File: config.mk
export PLATFORM = sky130hd
export DESIGN_NAME = csi_erase_range_detector
export DESIGN_NICKNAME = d
export VERILOG_FILES = /design/src/design/cerd_pkg.sv /design/src/design/cerd_front.sv /design/src/design/cerd_queue.sv /design/src/design/cerd_back.sv /design/src/design/csi_erase_range_detector.sv
export VERILOG_INCLUDE_DIRS = /design/src /design/src/design
export SDC_FILE = /design/constraint.sdc
export NUM_CORES = 1
export LEC_CHECK = 0
export ABC_AREA = 1
export BUFFER_PORTS_ARGS = -buffer_cell sky130_fd_sc_hd__buf_2
export CORE_MARGIN = 8
export CORE_UTILIZATION = 35
export DETAILED_ROUTE_END_ITERATION = 10
export GPL_ROUTABILITY_DRIVEN = 0
export PLACE_DENSITY = 0.59
export SYNTH_ARGS = -nofsm -noshare
export SYNTH_HDL_FRONTEND = slang
export SYNTH_SLANG_ARGS = --single-unit
File: constraint.sdc
create_clock -name clk -period 5.2 [get_ports clk]
set_input_delay 0.78 -clock clk [delete_from_list [all_inputs] [get_ports clk]]
set_output_delay 0.78 -clock clk [all_outputs]
set_load 0.02 [all_outputs]
File: src/design/csi_erase_range_detector_macros.svh
// ----------------------------------------------------------------------------
// csi_erase_range_detector_macros
// assertion macros shared by the erase range detector modules
// ----------------------------------------------------------------------------
`ifndef CSI_ERASE_RANGE_DETECTOR_MACROS_SVH
`define CSI_ERASE_RANGE_DETECTOR_MACROS_SVH

// condition holds at every clock edge out of reset
`define CERD_ASSERT_HOLDS(label, cond, msg) \
  label: assert property (@(posedge clk) disable iff (rst) (cond)) else $error(msg);

// consequent holds in the same cycle as the antecedent
`define CERD_ASSERT_IMPLIES(label, ante, cons, msg) \
  label: assert property (@(posedge clk) disable iff (rst) (ante) |-> (cons)) else $error(msg);

`endif

File: src/design/cerd_pkg.sv
// ----------------------------------------------------------------------------
// cerd_pkg
// shared types and constants of the erase range detector
// ----------------------------------------------------------------------------
`default_nettype none

package cerd_pkg;

  localparam int MAX_ROWS = 256;
  localparam int MAX_COLS = 1024;

  localparam int ROW_W  = 8;
  localparam int COL_W  = 10;
  localparam int ROWS_W = 9;
  localparam int COLS_W = 11;
  localparam int LEN_W  = 8;
  localparam int PAR_W  = 16;

  localparam logic [ROWS_W-1:0] ROWS_RESET = ROWS_W'(24);
  localparam logic [COLS_W-1:0] COLS_RESET = COLS_W'(80);
  localparam logic [LEN_W-1:0]  LEN_RESET  = LEN_W'(128);

  localparam logic [1:0] REG_ROWS = 2'd0;
  localparam logic [1:0] REG_COLS = 2'd1;
  localparam logic [1:0] REG_LEN  = 2'd2;

  localparam logic [7:0] CH_ESC   = 8'h1b;
  localparam logic [7:0] CH_LBR   = 8'h5b;
  localparam logic [7:0] CH_SEMI  = 8'h3b;
  localparam logic [7:0] CH_COLON = 8'h3a;
  localparam logic [7:0] CH_NUL   = 8'h00;
  localparam logic [7:0] CH_ZERO  = 8'h30;
  localparam logic [7:0] CH_NINE  = 8'h39;
  localparam logic [7:0] CH_K     = 8'h4b;
  localparam logic [7:0] CH_J     = 8'h4a;
  localparam logic [7:0] FINAL_LO = 8'h40;
  localparam logic [7:0] FINAL_HI = 8'h7e;

  localparam logic [PAR_W-1:0] PAR_MAX = '1;

  localparam logic [2:0] OP_K0 = 3'd0;
  localparam logic [2:0] OP_K1 = 3'd1;
  localparam logic [2:0] OP_K2 = 3'd2;
  localparam logic [2:0] OP_J0 = 3'd3;
  localparam logic [2:0] OP_J1 = 3'd4;
  localparam logic [2:0] OP_J2 = 3'd5;

  localparam logic KIND_SPAN = 1'b0;
  localparam logic KIND_ROWS = 1'b1;

  localparam int QDEPTH = 2;
  localparam int QAW    = (QDEPTH > 1) ? $clog2(QDEPTH) : 1;
  localparam int QCW    = $clog2(QDEPTH + 1);

  typedef struct packed {
    logic [2:0]       op;
    logic [ROW_W-1:0] row;
    logic [COL_W-1:0] col;
  } cmd_t;

endpackage

`default_nettype wire

File: src/design/cerd_front.sv
// ----------------------------------------------------------------------------
// cerd_front
// control sequence parser, turns completed erase sequences into commands
// ----------------------------------------------------------------------------
`default_nettype none

module cerd_front (
  input  wire logic                           clk,
  input  wire logic                           rst,
  input  wire logic                           s_tvalid,
  output logic                                s_tready,
  input  wire logic [31:0]                    s_tdata,  // data_byte, cursor_row, cursor_col
  input  wire logic [cerd_pkg::LEN_W-1:0]     max_len,
  input  wire logic                           q_full,
  output logic                                push,
  output cerd_pkg::cmd_t                      push_cmd
);

  localparam logic [1:0] PH_GROUND = 2'd0;
  localparam logic [1:0] PH_ESC    = 2'd1;
  localparam logic [1:0] PH_SEQ    = 2'd2;

  logic [1:0]                  phase, phase_next;
  logic [cerd_pkg::LEN_W-1:0]  seq_len, seq_len_next;
  logic [cerd_pkg::PAR_W-1:0]  par, par_next;
  logic                        ended, ended_next;
  logic                        invalid, invalid_next;

  logic                        accept;
  logic [7:0]                  byte_in;
  logic                        is_esc, is_final, is_digit, is_end, at_limit;
  logic [19:0]                 prod;

  assign s_tready = !q_full;
  assign accept   = s_tvalid && s_tready;
  assign byte_in  = s_tdata[7:0];
  assign is_esc   = byte_in == cerd_pkg::CH_ESC;
  assign is_final = byte_in >= cerd_pkg::FINAL_LO && byte_in <= cerd_pkg::FINAL_HI;
  assign is_digit = byte_in >= cerd_pkg::CH_ZERO && byte_in <= cerd_pkg::CH_NINE;
  assign is_end   = byte_in == cerd_pkg::CH_SEMI || byte_in == cerd_pkg::CH_COLON ||
                    byte_in == cerd_pkg::CH_NUL;
  assign at_limit = seq_len >= max_len;
  assign prod     = 20'(par) * 20'd10 + 20'(byte_in - cerd_pkg::CH_ZERO);

  always_comb begin
    phase_next   = phase;
    seq_len_next = seq_len;
    par_next     = par;
    ended_next   = ended;
    invalid_next = invalid;
    push         = 1'b0;
    push_cmd.op  = cerd_pkg::OP_K0;
    push_cmd.row = s_tdata[15:8];
    push_cmd.col = s_tdata[25:16];
    if (accept) begin
      unique case (phase)
        PH_GROUND, PH_ESC: begin
          par_next     = '0;
          ended_next   = 1'b0;
          invalid_next = 1'b0;
          if (is_esc && max_len != '0) begin
            phase_next   = PH_ESC;
            seq_len_next = cerd_pkg::LEN_W'(1);
          end else if (phase == PH_ESC && byte_in == cerd_pkg::CH_LBR && !at_limit) begin
            phase_next   = PH_SEQ;
            seq_len_next = seq_len + 1'b1;
          end else begin
            phase_next   = PH_GROUND;
            seq_len_next = '0;
          end
        end
        PH_SEQ: begin
          if (is_final) begin
            phase_next   = PH_GROUND;
            seq_len_next = '0;
            par_next     = '0;
            ended_next   = 1'b0;
            invalid_next = 1'b0;
            if (!invalid) begin
              if (byte_in == cerd_pkg::CH_K) begin
                if (par == cerd_pkg::PAR_W'(0)) begin
                  push = 1'b1; push_cmd.op = cerd_pkg::OP_K0;
                end else if (par == cerd_pkg::PAR_W'(1)) begin
                  push = 1'b1; push_cmd.op = cerd_pkg::OP_K1;
                end else if (par == cerd_pkg::PAR_W'(2)) begin
                  push = 1'b1; push_cmd.op = cerd_pkg::OP_K2;
                end
              end else if (byte_in == cerd_pkg::CH_J) begin
                if (par == cerd_pkg::PAR_W'(0)) begin
                  push = 1'b1; push_cmd.op = cerd_pkg::OP_J0;
                end else if (par == cerd_pkg::PAR_W'(1)) begin
                  push = 1'b1; push_cmd.op = cerd_pkg::OP_J1;
                end else if (par == cerd_pkg::PAR_W'(2) || par == cerd_pkg::PAR_W'(3)) begin
                  push = 1'b1; push_cmd.op = cerd_pkg::OP_J2;
                end
              end
            end
          end else begin
            if (!ended && !invalid) begin
              if (is_digit) begin
                par_next = (prod > 20'(cerd_pkg::PAR_MAX)) ? cerd_pkg::PAR_MAX
                                                            : prod[cerd_pkg::PAR_W-1:0];
              end else if (is_end) begin
                ended_next = 1'b1;
              end else begin
                invalid_next = 1'b1;
              end
            end
            if (at_limit) begin
              par_next     = '0;
              ended_next   = 1'b0;
              invalid_next = 1'b0;
              if (is_esc && max_len != '0) begin
                phase_next   = PH_ESC;
                seq_len_next = cerd_pkg::LEN_W'(1);
              end else begin
                phase_next   = PH_GROUND;
                seq_len_next = '0;
              end
            end else begin
              seq_len_next = seq_len + 1'b1;
            end
          end
        end
        default: begin
          phase_next   = PH_GROUND;
          seq_len_next = '0;
          par_next     = '0;
          ended_next   = 1'b0;
          invalid_next = 1'b0;
        end
      endcase
    end
  end

  always_ff @(posedge clk) begin
    if (rst) begin
      phase   <= PH_GROUND;
      seq_len <= '0;
      par     <= '0;
      ended   <= 1'b0;
      invalid <= 1'b0;
    end else begin
      phase   <= phase_next;
      seq_len <= seq_len_next;
      par     <= par_next;
      ended   <= ended_next;
      invalid <= invalid_next;
    end
  end

endmodule

`default_nettype wire

File: src/design/cerd_queue.sv
// ----------------------------------------------------------------------------
// cerd_queue
// short command queue between parser and range generator
// ----------------------------------------------------------------------------
`default_nettype none

`include "csi_erase_range_detector_macros.svh"

module cerd_queue (
  input  wire logic           clk,
  input  wire logic           rst,
  input  wire logic           push,
  input  wire cerd_pkg::cmd_t push_cmd,
  input  wire logic           pop,
  output logic                full,
  output logic                empty,
  output cerd_pkg::cmd_t      head
);

  cerd_pkg::cmd_t                entries [cerd_pkg::QDEPTH];
  logic [cerd_pkg::QAW-1:0]      wr_ptr, rd_ptr;
  logic [cerd_pkg::QCW-1:0]      count;
  logic                          do_push, do_pop;

  assign full    = count == cerd_pkg::QCW'(cerd_pkg::QDEPTH);
  assign empty   = count == '0;
  assign do_push = push && !full;
  assign do_pop  = pop && !empty;
  assign head    = entries[rd_ptr];

  always_ff @(posedge clk) begin
    if (do_push) begin
      entries[wr_ptr] <= push_cmd;
    end
  end

  always_ff @(posedge clk) begin
    if (rst) begin
      wr_ptr <= '0;
      rd_ptr <= '0;
      count  <= '0;
    end else begin
      if (do_push) begin
        wr_ptr <= (wr_ptr == cerd_pkg::QAW'(cerd_pkg::QDEPTH - 1)) ? '0 : wr_ptr + 1'b1;
      end
      if (do_pop) begin
        rd_ptr <= (rd_ptr == cerd_pkg::QAW'(cerd_pkg::QDEPTH - 1)) ? '0 : rd_ptr + 1'b1;
      end
      if (do_push && !do_pop) begin
        count <= count + 1'b1;
      end else if (do_pop && !do_push) begin
        count <= count - 1'b1;
      end
    end
  end

  `CERD_ASSERT_IMPLIES(a_no_push_full, push, !full, "command pushed into full queue")
  `CERD_ASSERT_HOLDS(a_count_range, count <= cerd_pkg::QCW'(cerd_pkg::QDEPTH), "queue count overflow")

endmodule

`default_nettype wire

File: src/design/cerd_back.sv
// ----------------------------------------------------------------------------
// cerd_back
// expands queued erase commands into one or two fill ranges
// ----------------------------------------------------------------------------
`default_nettype none

`include "csi_erase_range_detector_macros.svh"

module cerd_back (
  input  wire logic                          clk,
  input  wire logic                          rst,
  input  wire logic [cerd_pkg::ROWS_W-1:0]   screen_rows,
  input  wire logic [cerd_pkg::COLS_W-1:0]   screen_cols,
  input  wire logic                          q_empty,
  input  wire cerd_pkg::cmd_t                head,
  output logic                               pop,
  output logic                               m_tvalid,
  input  wire logic                          m_tready,
  output logic [39:0]                        m_tdata,  // row_first, row_last, col_first, col_last
  output logic                               m_tlast,  // last_of_run
  output logic [0:0]                         m_tuser   // fill_kind
);

  logic [cerd_pkg::ROWS_W-1:0] rows_c;
  logic [cerd_pkg::COLS_W-1:0] cols_c;
  logic [cerd_pkg::ROW_W-1:0]  row_max, r;
  logic [cerd_pkg::COL_W-1:0]  col_max, c;
  logic                        step;
  logic                        load, has_two, is_last;

  logic                        kind;
  logic [cerd_pkg::ROW_W-1:0]  row_first, row_last;
  logic [cerd_pkg::COL_W-1:0]  col_first, col_last;

  assign rows_c = (screen_rows == '0) ? cerd_pkg::ROWS_W'(1) :
                  (screen_rows > cerd_pkg::ROWS_W'(cerd_pkg::MAX_ROWS)) ?
                  cerd_pkg::ROWS_W'(cerd_pkg::MAX_ROWS) : screen_rows;
  assign cols_c = (screen_cols == '0) ? cerd_pkg::COLS_W'(1) :
                  (screen_cols > cerd_pkg::COLS_W'(cerd_pkg::MAX_COLS)) ?
                  cerd_pkg::COLS_W'(cerd_pkg::MAX_COLS) : screen_cols;
  assign row_max = cerd_pkg::ROW_W'(rows_c - 1'b1);
  assign col_max = cerd_pkg::COL_W'(cols_c - 1'b1);
  assign r = (head.row > row_max) ? row_max : head.row;
  assign c = (head.col > col_max) ? col_max : head.col;

  always_comb begin
    has_two   = 1'b0;
    kind      = cerd_pkg::KIND_SPAN;
    row_first = r;
    row_last  = r;
    col_first = '0;
    col_last  = col_max;
    unique case (head.op)
      cerd_pkg::OP_K0: begin
        col_first = c;
      end
      cerd_pkg::OP_K1: begin
        col_last = c;
      end
      cerd_pkg::OP_K2: begin
      end
      cerd_pkg::OP_J0: begin
        has_two = r != row_max;
        if (step) begin
          kind      = cerd_pkg::KIND_ROWS;
          row_first = r + 1'b1;
          row_last  = row_max;
        end else begin
          col_first = c;
        end
      end
      cerd_pkg::OP_J1: begin
        has_two = r != '0;
        if (has_two && !step) begin
          kind      = cerd_pkg::KIND_ROWS;
          row_first = '0;
          row_last  = r - 1'b1;
        end else begin
          col_last = c;
        end
      end
      cerd_pkg::OP_J2: begin
        kind      = cerd_pkg::KIND_ROWS;
        row_first = '0;
        row_last  = row_max;
      end
      default: begin
      end
    endcase
  end

  assign is_last = !has_two || step;
  assign load    = !q_empty && (!m_tvalid || m_tready);
  assign pop     = load && is_last;

  always_ff @(posedge clk) begin
    if (rst) begin
      m_tvalid <= 1'b0;
      step     <= 1'b0;
    end else if (load) begin
      m_tvalid <= 1'b1;
      step     <= !is_last;
    end else if (m_tready) begin
      m_tvalid <= 1'b0;
    end
  end

  always_ff @(posedge clk) begin
    if (load) begin
      m_tdata    <= {4'b0, col_last, col_first, row_last, row_first};
      m_tlast    <= is_last;
      m_tuser[0] <= kind;
    end
  end

  `CERD_ASSERT_IMPLIES(a_span_one_row, m_tvalid && m_tuser[0] == cerd_pkg::KIND_SPAN,
                       m_tdata[7:0] == m_tdata[15:8], "span covers more than one row")
  `CERD_ASSERT_IMPLIES(a_order, m_tvalid,
                       m_tdata[25:16] <= m_tdata[35:26] && m_tdata[7:0] <= m_tdata[15:8],
                       "range bounds out of order")
  `CERD_ASSERT_IMPLIES(a_step_head, step, !q_empty, "second range pending without command")

endmodule

`default_nettype wire

File: src/design/csi_erase_range_detector.sv
// path: a final byte's command is written into the command queue, then its first range into the output register
// throughput: one byte per cycle while the queue is not full; a command giving two ranges holds the output for both
// the two-entry command queue stalls the input only when it is full
// reset: synchronous, parser to ground, queue and output emptied, registers to 24/80/128
// ----------------------------------------------------------------------------
// csi_erase_range_detector
// finds erase line and erase display sequences and emits fill ranges
// ----------------------------------------------------------------------------
`default_nettype none

module csi_erase_range_detector (
  input  wire logic        clk,
  input  wire logic        rst,
  input  wire logic        s_tvalid,
  output logic             s_tready,
  input  wire logic [31:0] s_tdata,  // data_byte, cursor_row, cursor_col
  output logic             m_tvalid,
  input  wire logic        m_tready,
  output logic [39:0]      m_tdata,  // row_first, row_last, col_first, col_last
  output logic             m_tlast,  // last_of_run
  output logic [0:0]       m_tuser,  // fill_kind
  input  wire logic        cfg_we,
  input  wire logic [1:0]  cfg_addr,
  input  wire logic [10:0] cfg_data
);

  logic [cerd_pkg::ROWS_W-1:0] screen_rows;
  logic [cerd_pkg::COLS_W-1:0] screen_cols;
  logic [cerd_pkg::LEN_W-1:0]  max_len;

  logic           q_full, q_empty, push, pop;
  cerd_pkg::cmd_t push_cmd, head;

  always_ff @(posedge clk) begin
    if (rst) begin
      screen_rows <= cerd_pkg::ROWS_RESET;
      screen_cols <= cerd_pkg::COLS_RESET;
      max_len     <= cerd_pkg::LEN_RESET;
    end else if (cfg_we) begin
      unique case (cfg_addr)
        cerd_pkg::REG_ROWS: screen_rows <= cfg_data[cerd_pkg::ROWS_W-1:0];
        cerd_pkg::REG_COLS: screen_cols <= cfg_data[cerd_pkg::COLS_W-1:0];
        cerd_pkg::REG_LEN:  max_len     <= cfg_data[cerd_pkg::LEN_W-1:0];
        default: begin
        end
      endcase
    end
  end

  cerd_front u_front (
    .clk      (clk),
    .rst      (rst),
    .s_tvalid (s_tvalid),
    .s_tready (s_tready),
    .s_tdata  (s_tdata),
    .max_len  (max_len),
    .q_full   (q_full),
    .push     (push),
    .push_cmd (push_cmd)
  );

  cerd_queue u_queue (
    .clk      (clk),
    .rst      (rst),
    .push     (push),
    .push_cmd (push_cmd),
    .pop      (pop),
    .full     (q_full),
    .empty    (q_empty),
    .head     (head)
  );

  cerd_back u_back (
    .clk         (clk),
    .rst         (rst),
    .screen_rows (screen_rows),
    .screen_cols (screen_cols),
    .q_empty     (q_empty),
    .head        (head),
    .pop         (pop),
    .m_tvalid    (m_tvalid),
    .m_tready    (m_tready),
    .m_tdata     (m_tdata),
    .m_tlast     (m_tlast),
    .m_tuser     (m_tuser)
  );

endmodule

`default_nettype wire

==> metrics.md, run 1 <==
| Metric | Value |
|---|---|
| Layout fillers | `2829` |
| Sequential Power Share | `0.342` |
| Ys async rst share | `0` |
| Min cycle time layout | `~4700 ps` |
| Data arrival time of the worst path | `roughly 5000 ps` |
| Starting Density | `0.354` |
| Post-Syn Instances | `1252` |
| IO buf count | `83` |
| Synth Warn # | `0` |
| Critical Path Fanout Max | `13` |
| Clk pwr share | `0.259` |
| P_leak | `about 5.1 nW` |
| Area Growth Syn to Fin | `14.7%` |
| CTS H-Tree Depth | `4` |
| Crit. End Element | `register` |
| Post-synth EDFFs | `80` |
| Total I/O pin count | `94` |
| Nets | `roughly 1500` |
| Clk sinks | `143` |
| Flop2flop setup slack | `approximately 450 ps` |
| Global-route wire length before repair | `approximately 40 mm` |
| Total GRT Usage | `0.144` |
| R2R depth | `25` |
| Clock buffer depth | `2` |
| Crit path buf inv count | `2` |
| Clk root buf | `clkbuf_16` |
| Die width | `183 um` |
| # Max-Cap Violations | `0` |
| CP dominant cell by count | `a21oi_1` |
| Skew final | `between 15 and 20 ps` |
| RSZ-0062 raised after global routing | `no` |
| Placeable Area | `between 20000 and 30000 um2` |
| Setup TNS | `0 ps` |
| TritonCTS clock tree | `done` |
| Pin count of the biggest net entering global routing | `43` |
| # DRC | `0` |
| Critical Path Max Stage Delay | `450 ps` |
| Post-DRT Antenna Nets | `0` |
| Max Fclk | `around 210 MHz` |
| Starting DRT DRC Count | `slightly above 500` |
| Ys flop type | `edfxtp_1` |
| P_sw | `around 1.9 mW` |
| Worst slew margin | `0.359` |
| PD cells | `412 nW/um2` |
| Slowest stage cell, crit path | `nor4_1` |
| Initial antenna violation count | `0` |
| Die Span Y | `183 um` |
| Final design utilization | `0.406` |
| Actual slew at the worst max-slew pin | `957 ps` |
| Hpwl dp | `18.3 mm` |
| Vias in the first global route | `roughly 8000` |
| Design Area, Final | `11200 um2` |
| Combinational group share of total power | `0.399` |
| Maximum vdd drop | `approximately 240 uV` |
| Int Pwr | `between 2 and 3 mW` |
| Crit share post-route | `0.913` |
| Hold Vio Cnt, Final | `0` |
| Vias per inst | `~4.9` |
| Min-delay src | `max_len[7]$_SDFFE_PP1P_` |
| R2R Path End | `u_front.par[10]$_SDFFE_PP0P_` |
| Post-CTS Hold Fix Bufs | `0` |
| Worst-path clk slew | `60 ps` |
| Syn Area/Cell | `roughly 7.8 um2` |
| Placed Area | `roughly 11000 um2` |
| Crit path required time | `between 5000 and 6000 ps` |
| ANT cells | `0` |
| Share of the yosys chip area belonging to registers | `0.375` |
| Total grt overflow | `0` |
| Setup violators final | `0` |
| #FFs+latches synth | `roughly 140` |
| Share of cells above drive strength 1 | `0.132` |
| TritonCTS Buffers | `17` |
| Critical setup path kind | `register to register` |
| Outcome | `finished clean` |
| First-pass DRT Iterations | `5` |
| Worst Hold Path Cells | `2` |
| Slew Viols, Final | `0` |
| Hold Path End | `max_len[7]$_SDFFE_PP1P_` |
| Worst skew pair latency | `roughly 430 ps` |
| Area of the mapped netlist | `between 9000 and 10000 um2` |
| RR Startpoint | `u_front.par[3]$_SDFFE_PP0P_` |
| Routed vias | `8412` |
| Crit path max-delay family | `compound AO/OA/AOI/OAI gates` |
| Sw frac | `0.405` |
| Die Footprint | `about 34000 um2` |
| CP Launch Type | `register` |
| Yosys cell types | `57` |
| FP Rows | `61` |
| Hold WC Path Type | `register to register` |
| Post-Route WL | `23.9 mm` |
| Post-DR wirelength/cell | `approximately 14 um` |
## final cells by class
| class | instances | area (um2) | share of cell area |
|---|---|---|---|
| Timing Repair Buffer | 95 | 505 | 0.0451 |
| Sequential cell | 143 | 3660 | 0.327 |
| Inverter | 180 | 678 | 0.0605 |
| Multi-Input combinational cell | 904 | 5310 | 0.473 |
| Clock inverter | 9 | 70.1 | 0.00625 |
| Clock buffer | 23 | 512 | 0.0457 |
| Tap cell | 378 | 473 | 0.0422 |
## power groups by stage
stage	registers, mW	clock network (mW)	logic (mW)
finish	1.58	1.19	1.84
global route	1.60	1.27	2.06
CTS	1.58	1.22	1.85
detailed placement	1.61	0	1.84
global placement	1.60	0	1.82
floorplan	1.80	0	1.19
## what timing repair did
item,4_1_cts,5_1_grt
setup endpoints to repair,0,17
resized for setup,0,6
setup buffers,0,0
## registers in the layout (all words and copies together) (netlist names), named ones only
| register | cells |
|---|---|
| u_back.m_tvalid | 1 |
| u_queue.entries | 42 |
| u_back.m_tdata | 36 |
| u_queue.wr_ptr | 1 |
| u_front.ended | 1 |
| u_queue.count | 2 |
| u_back.m_tuser | 1 |
| u_queue.rd_ptr | 1 |
| u_back.m_tlast | 1 |
| max_len | 8 |
| u_front.invalid | 1 |
| screen_cols | 11 |
| u_front.phase | 2 |
| screen_rows | 9 |
| u_front.par | 16 |
| u_front.seq_len | 8 |
| u_back.step | 1 |
## logic make-up (layout without fill, tap and decap cells)
kind of cell	Yosys count	count (layout)	synth area share
buffers and inverters	208	307	0.0862
AOI/OAI and AO/OA	253	253	0.144
adders and majority gates	81	81	0.105
DFF	143	143	0.375
and+or+nand+nor	511	511	0.238
other	1	4	0.000384
xor gates and xnor gates	44	44	0.0394
muxes	11	11	0.0115
## layer usage
layer | GRT usage | up-vias | share of wire
met2 | 0.239 | 166 | 0.47
li1 | - | 4405 | -
met5 | 0 | - | 0
met4 | 0.0413 | 0 | 0.011
met1 | 0.188 | 3815 | 0.48
met3 | 0.0283 | 26 | 0.046
## layout by cell type (no fill, tap or decap), drive strengths merged, types with 63 or more instances in the layout
master | synthesis | layout
nand3 | 69 | 69
dfxtp | 63 | 63
buf | 10 | 95
o21ai | 111 | 111
ha | 79 | 79
edfxtp | 80 | 80
nor2 | 126 | 126
inv | 179 | 183
a21oi | 99 | 99
nand2 | 257 | 257
## cell usage after synthesis, drive strengths merged (3+ instances only)
cell type | number | area, um2
a21oi | 99 | 495
a31oi | 6 | 37.5
buf | 10 | 96.3
clkbuf | 18 | 67.6
dfxtp | 63 | 1260
edfxtp | 80 | 2400
ha | 79 | 988
inv | 179 | 674
mux2i | 9 | 90.1
nand2 | 257 | 1050
nand3 | 69 | 378
nand3b | 4 | 30.0
nand4 | 27 | 175
nor2 | 126 | 532
nor3 | 16 | 85.1
nor4 | 9 | 56.3
o2111ai | 3 | 26.3
o211ai | 8 | 60.1
o21a | 3 | 22.5
o21ai | 111 | 571
o221ai | 3 | 26.3
o31ai | 3 | 22.5
xnor2 | 13 | 114
xor2 | 31 | 272
## worst min-delay path: stages, from the launching register on
cell	delay, ps
dfxtp_1	340
nand2_1	60
nand3_1	50
## worst max-delay path by stage
stage,slack [ps],cells after the start,start,to
global placement,280,30,u_front.par[3]$_SDFFE_PP0P_,u_front.par[10]$_SDFFE_PP0P_
detailed placement,220,30,u_front.par[3]$_SDFFE_PP0P_,u_front.par[10]$_SDFFE_PP0P_
CTS,160,29,u_front.par[3]$_SDFFE_PP0P_,u_front.par[10]$_SDFFE_PP0P_
floorplan,910,29,u_front.par[1]$_SDFFE_PP0P_,u_front.par[0]$_SDFFE_PP0P_
finish,450,25,u_front.par[3]$_SDFFE_PP0P_,u_front.par[10]$_SDFFE_PP0P_
global route,20,29,u_front.par[3]$_SDFFE_PP0P_,u_front.par[10]$_SDFFE_PP0P_
## per-stage QoR
stage / setup WS (ps) / hold slack, ps / total power, mW / instances
2_1_floorplan: 906 / 429 / 2.99 / 1255
3_3_place_gp: 275 / 466 / 3.42 / 1700
3_5_place_dp: 220 / 455 / 3.45 / 1700
4_1_cts: 157 / 473 / 4.65 / 1732
5_1_grt: 15.8 / 498 / 4.93 / 1732
6_report: 453 / 480 / 4.61 / 1732
(Power assumes the default switching activity.)
==> run 2: changes to the inputs <==
--- a/config.mk
+++ b/config.mk
@@ -8,11 +8,13 @@
 export LEC_CHECK = 0
 export ABC_AREA = 1
 export BUFFER_PORTS_ARGS = -buffer_cell sky130_fd_sc_hd__buf_2
+export CELL_PAD_IN_SITES_DETAIL_PLACEMENT = 2
+export CELL_PAD_IN_SITES_GLOBAL_PLACEMENT = 2
 export CORE_MARGIN = 8
 export CORE_UTILIZATION = 35
 export DETAILED_ROUTE_END_ITERATION = 10
 export GPL_ROUTABILITY_DRIVEN = 0
-export PLACE_DENSITY = 0.59
+export PLACE_DENSITY = 0.87
 export SYNTH_ARGS = -nofsm -noshare
 export SYNTH_HDL_FRONTEND = slang
 export SYNTH_SLANG_ARGS = --single-unit
==> constraint.sdc (replaced) <==
create_clock -name clk -period 5.74 [get_ports clk]
set_input_delay 0.861 -clock clk [delete_from_list [all_inputs] [get_ports clk]]
set_output_delay 0.861 -clock clk [all_outputs]
set_load 0.02 [all_outputs]
==> run 2 against run 1 <==
Register-to-register slack improved by 80 ps. Final cell count down 0.23%. Via count rose by 9.1%. Power fell by 2.4%. Hold slack better by 10 ps. Largest cell class unchanged. Largest power group unchanged. Core utilization increased by 0.15 points. Routed wire length grew 46%. Critical endpoint unchanged. Clock power hardly changed. Die area is the same.
==> metrics.md, run 2 (synthesis gave the netlist of run 1 again) <==
| Metric | Value |
|---|---|
| IO buf count | `83` |
| Layout fillers | `3213` |
| Post-Place Worst Slack | `~390 ps` |
| Routed vias | `around 9000` |
| Hold Vio Cnt, Final | `0` |
| RSZ-0062 raised after global routing | `no` |
| Vias per inst | `around 5.3` |
| Final design utilization | `0.407` |
| Max FFs per register | `42` |
| Area Growth Syn to Fin | `15.1%` |
| Setup TNS | `0 ps` |
| Global-route wire length before repair | `approximately 56 mm` |
| Int Pwr | `approximately 2.6 mW` |
| # Max-Cap Violations | `0` |
| Die Span Y | `around 180 um` |
| CTS H-Tree Depth | `4` |
| Crit path max-delay family | `compound AO/OA/AOI/OAI gates` |
| Total GRT Usage | `0.210` |
| P_sw | `between 1.5 and 2 mW` |
| Total grt overflow | `0` |
| Crit. End Element | `register` |
| Worst-path clk slew | `approximately 70 ps` |
| Setup violators final | `0` |
| Critical setup path kind | `register to register` |
| CP Launch Type | `register` |
| Inst Count DP | `1697` |
| Sw frac | `0.420` |
| Maximum vdd drop | `roughly 270 uV` |
| Pin count of the biggest net entering global routing | `43` |
| Clk root buf | `clkbuf_16` |
| Clk sinks | `~140` |
| Commonest cells after routing, fill and taps aside | `nand2_1, inv_1, nor2_1` |
| Power, Total | `4.50 mW` |
| Worst setup margin | `approximately 530 ps` |
| TritonCTS Buffers | `17` |
| Post-DRT Antenna Nets | `0` |
| Total I/O pin count | `94` |
| Skew final | `between 15 and 20 ps` |
| Largest reg by FF count | `u_queue.entries` |
| Crit path buf inv count | `4` |
| Post-Route WL | `around 35 mm` |
| Worst skew pair latency | `440 ps` |
| Critical Path Fanout Max | `13` |
| Initial antenna violation count | `0` |
| Placeable Area | `roughly 28000 um2` |
| # DRC | `0` |
| PD cells | `400 nW/um2` |
| First-pass DRT Iterations | `4` |
| Starting Density | `0.354` |
| Share of cells above drive strength 1 | `0.131` |
| Crit share post-route | `0.907` |
| Design Area, Final | `about 11000 um2` |
| Vias in the first global route | `10326` |
| Leading cell type in the layout, fill and taps excluded | `nand2_1` |
| Slowest stage cell, crit path | `dfxtp_1` |
| Hold WC Path Type | `register to register` |
| Post-DR wirelength/cell | `just over 20 um` |
| Data arrival time of the worst path | `around 5500 ps` |
| Clk pwr share | `0.269` |
| Seq. cell area | `3660 um2` |
| Fin cells | `1728` |
| Hpwl dp | `about 26 mm` |
| Post-CTS Hold Fix Bufs | `0` |
| Sequential Power Share | `0.323` |
| Slew Viols, Final | `0` |
| Worst slew margin | `0.279` |
| Nets | `between 1000 and 1500` |
| Largest regs | `u_queue.entries x42, u_back.m_tdata x36, u_front.par x16` |
| Actual slew at the worst max-slew pin | `around 1100 ps` |
| Area of the multi-input gates | `~5300 um2` |
| Critical Path Max Stage Delay | `approximately 520 ps` |
| Outcome | `finished clean` |
| TritonCTS clock tree | `done` |
| Max Fclk | `192 MHz` |
| Clock buffer depth | `2` |
| Combinational group share of total power | `0.408` |
| Crit path required time | `approximately 6000 ps` |
| ANT cells | `0` |
| Starting DRT DRC Count | `between 400 and 500` |
| Die width | `around 180 um` |
| P_leak | `a little over 5 nW` |
| Min cycle time layout | `around 5200 ps` |
| Hold Slack | `~500 ps` |
| Placed Area | `10600 um2` |
| Die Footprint | `about 34000 um2` |
| FP Rows | `between 60 and 70` |
## run 2: metal layers
layer / vias up / share of wire / global-route usage / routed length, um
li1: 4384 / - / - / -
met2: 171 / 0.53 / 0.397 / 18400
met1: 4558 / 0.42 / 0.235 / 14500
met4: 0 / 0.029 / 0.0794 / 1010
met3: 66 / 0.025 / 0.0293 / 878
met5: - / 0 / 0 / 0
## run 2: path summary, 6_finish.rpt
kind                               start                      endpoint  slack [ps]  depth (start not counted)
min reg2reg      max_len[7]$_SDFFE_PP1P_       max_len[7]$_SDFFE_PP1P_         490                          2
max          u_front.par[1]$_SDFFE_PP0P_  u_front.par[10]$_SDFFE_PP0P_         530                         30
min              max_len[7]$_SDFFE_PP1P_       max_len[7]$_SDFFE_PP1P_         490                          2
max reg2reg  u_front.par[1]$_SDFFE_PP0P_  u_front.par[10]$_SDFFE_PP0P_         530                         30
## run 2: worst reg2reg max path, delay by kind of cell, from the launching register on
family / cells / cell delay, ps
buf+inv: 4 / 440
fa+ha+maj: 4 / 1100
simple gates: 10 / 1180
flops: 1 / 520
compound gates: 10 / 1400
xor+xnor: 2 / 420
## run 2: power by group through the flow
stage	Sequential, mW	Clock [mW]	Combinational [mW]
after floorplan	1.63	0	1.07
after global placement	1.47	0	1.70
after detailed placement	1.48	0	1.80
after CTS	1.46	1.23	1.86
after global routing	1.48	1.27	2.02
final	1.45	1.21	1.84
## run 2: final cells by class
class	instances	area share
multi-input cells	904	0.472
flip-flops and latches	143	0.326
inverters	180	0.0603
clock buffers	26	0.0523
repair buffers	92	0.0429
well taps	378	0.0421
clock inverters	5	0.00501
## run 2: what timing repair did
item                                    in CTS  in global routing
resized for setup                            0                  5
endpoints found under the setup margin       0                 16
setup buffers                                0                  0
==> run 3: changes to the inputs <==
--- a/config.mk
+++ b/config.mk
@@ -8,13 +8,12 @@
 export LEC_CHECK = 0
 export ABC_AREA = 1
 export BUFFER_PORTS_ARGS = -buffer_cell sky130_fd_sc_hd__buf_2
-export CELL_PAD_IN_SITES_DETAIL_PLACEMENT = 2
-export CELL_PAD_IN_SITES_GLOBAL_PLACEMENT = 2
 export CORE_MARGIN = 8
 export CORE_UTILIZATION = 35
+export CTS_CLUSTER_DIAMETER = 30
 export DETAILED_ROUTE_END_ITERATION = 10
 export GPL_ROUTABILITY_DRIVEN = 0
-export PLACE_DENSITY = 0.87
+export PLACE_DENSITY = 0.59
 export SYNTH_ARGS = -nofsm -noshare
 export SYNTH_HDL_FRONTEND = slang
 export SYNTH_SLANG_ARGS = --single-unit
==> run 3 against run 2 <==
Combinational power decreased by 9.8%. Register-to-register slack gained 60 ps. Sequential share of layout area grew 0.35 points. Critical path depth down 4. Largest cell class unchanged. Highest routed layer unchanged.
==> metrics.md, run 3 (synthesis gave the netlist of run 1 again) <==
| Metric | Value |
|---|---|
| R2R depth | `26` |
| Setup TNS | `0 ps` |
| Skew final | `between 8 and 9 ps` |
| Die Span Y | `about 180 um` |
| Hpwl dp | `roughly 18 mm` |
| Hold Vio Cnt, Final | `0` |
| Pin count of the biggest net entering global routing | `43` |
| Worst-path clk slew | `~60 ps` |
| Sequential Power Share | `0.346` |
| Leading cell type in the layout, fill and taps excluded | `nand2_1` |
| First-pass DRT Iterations | `6` |
| Post-CTS Hold Fix Bufs | `0` |
| Slew Viols, Final | `0` |
| Share of cells above drive strength 1 | `0.126` |
| R2R Path End | `u_front.par[10]$_SDFFE_PP0P_` |
| Starting DRT DRC Count | `between 600 and 700` |
| CP dominant cell by count | `nand2_1` |
| Die Footprint | `approximately 34000 um2` |
| Critical Path Fanout Max | `13` |
| Critical setup path kind | `register to register` |
| Fin cells | `~1700` |
| # Max-Cap Violations | `0` |
| Nets | `~1500` |
| Crit share post-route | `0.897` |
| TritonCTS Buffers | `17` |
| Largest reg by FF count | `u_queue.entries` |
| RR Startpoint | `u_front.par[5]$_SDFFE_PP0P_` |
| Global-route wire length before repair | `approximately 39 mm` |
| Critical Path Max Stage Delay | `roughly 500 ps` |
| Total I/O pin count | `between 90 and 100` |
| Outcome | `finished clean` |
| Max Fclk | `roughly 190 MHz` |
| Inst Count DP | `around 1700` |
| Starting Density | `0.354` |
| Commonest cells after routing, fill and taps aside | `nand2_1, inv_1, nor2_1` |
| Min cycle time layout | `5150 ps` |
| Routed vias | `around 8400` |
| Slowest stage cell, crit path | `o41ai_1` |
| Data arrival time of the worst path | `between 5000 and 6000 ps` |
| Placeable Area | `~28000 um2` |
| CP Launch Type | `register` |
| Hold Path End | `screen_rows[5]$_SDFFE_PP0P_` |
| P_sw | `about 1.7 mW` |
| Clock buffer depth | `2` |
| Flop2flop setup slack | `590 ps` |
| Vias in the first global route | `just under 8000` |
| Int Pwr | `around 2.4 mW` |
| CTS H-Tree Depth | `4` |
| IO buf count | `83` |
| Actual slew at the worst max-slew pin | `roughly 990 ps` |
| Clk root buf | `clkbuf_16` |
| TritonCTS clock tree | `done` |
| ANT cells | `0` |
| Layout fillers | `slightly below 3000` |
| Die width | `183 um` |
| Hold WC Path Type | `register to register` |
| Setup violators final | `0` |
| Worst skew pair latency | `between 400 and 500 ps` |
| Total grt overflow | `0` |
| Max FFs per register | `between 40 and 50` |
| Sw frac | `0.409` |
| Combinational group share of total power | `0.402` |
| Worst Hold Path Cells | `2` |
| Area Growth Syn to Fin | `13.9%` |
| Crit. End Element | `register` |
| RSZ-0062 raised after global routing | `no` |
| Clk sinks | `between 100 and 150` |
| Gates resized, CTS repair | `0` |
| Maximum vdd drop | `approximately 230 uV` |
| Setup bufs post-CTS | `0` |
| Post-DR wirelength/cell | `between 10 and 15 um` |
| Crit path required time | `about 6000 ps` |
| Vias per inst | `4.84` |
| P_leak | `5.07 nW` |
| Post-DRT Antenna Nets | `0` |
| PD cells | `372 nW/um2` |
| Worst slew margin | `0.338` |
| Initial antenna violation count | `0` |
| FP Rows | `between 60 and 70` |
| # DRC | `0` |
| Largest regs | `u_queue.entries x42, u_back.m_tdata x36, u_front.par x16` |
| Total GRT Usage | `0.140` |
| Post-Route WL | `~24 mm` |
| Min-delay src | `screen_rows[5]$_SDFFE_PP0P_` |
| Clk pwr share | `0.252` |
[run 3: per-layer routing]
metal	GRT usage	vias to the layer above	share of wire
met5	0	-	0
li1	-	4391	-
met3	0.0267	28	0.037
met2	0.234	143	0.47
met4	0.0338	0	0.013
met1	0.183	3794	0.48
[run 3: power by group through the flow]
stage,clock (mW),combinational (mW),sequential [mW]
after detailed placement,0,1.67,1.46
after global placement,0,1.64,1.45
after CTS,1.06,1.68,1.44
after global routing,1.10,1.86,1.46
final,1.04,1.66,1.43
after floorplan,0,1.07,1.63
[run 3: worst max path at each step]
stage / start / to
2_1_floorplan: u_front.par[1]$_SDFFE_PP0P_ / u_front.par[0]$_SDFFE_PP0P_
3_3_place_gp: u_front.par[1]$_SDFFE_PP0P_ / u_front.par[10]$_SDFFE_PP0P_
3_5_place_dp: u_front.par[1]$_SDFFE_PP0P_ / u_front.par[10]$_SDFFE_PP0P_
4_1_cts: u_front.par[1]$_SDFFE_PP0P_ / u_front.par[10]$_SDFFE_PP0P_
5_1_grt: u_front.par[1]$_SDFFE_PP0P_ / u_front.par[10]$_SDFFE_PP0P_
6_report: u_front.par[5]$_SDFFE_PP0P_ / u_front.par[10]$_SDFFE_PP0P_
[run 3: metrics by stage]
step	power, mW	hold slack [ps]	util	worst slack, ps	cell area, um2
after floorplan	2.71	429	-	1450	9780
after global placement	3.09	463	0.383	634	10600
after detailed placement	3.13	462	0.383	590	10600
after CTS	4.17	477	0.403	573	11100
after global routing	4.42	515	0.403	96.7	11100
final	4.14	480	0.403	592	11100
[run 3: cell type report]
cell class | instances | area, um2 | share of cell area
repair buffers | 91 | 475 | 0.0427
clock inverters | 14 | 116 | 0.0105
clock buffers | 18 | 429 | 0.0386
well taps | 378 | 473 | 0.0425
flip-flops and latches | 143 | 3660 | 0.329
multi-input cells | 904 | 5290 | 0.476
inverters | 180 | 678 | 0.0609
[run 3: worst max-delay path, delay by kind of cell, from the launching register on]
family,cells,cell delay (ps)
fa+ha+maj,3,980
compound gates,10,2050
flops,1,390
xor+xnor,2,300
simple gates,8,890
buf+inv,3,370
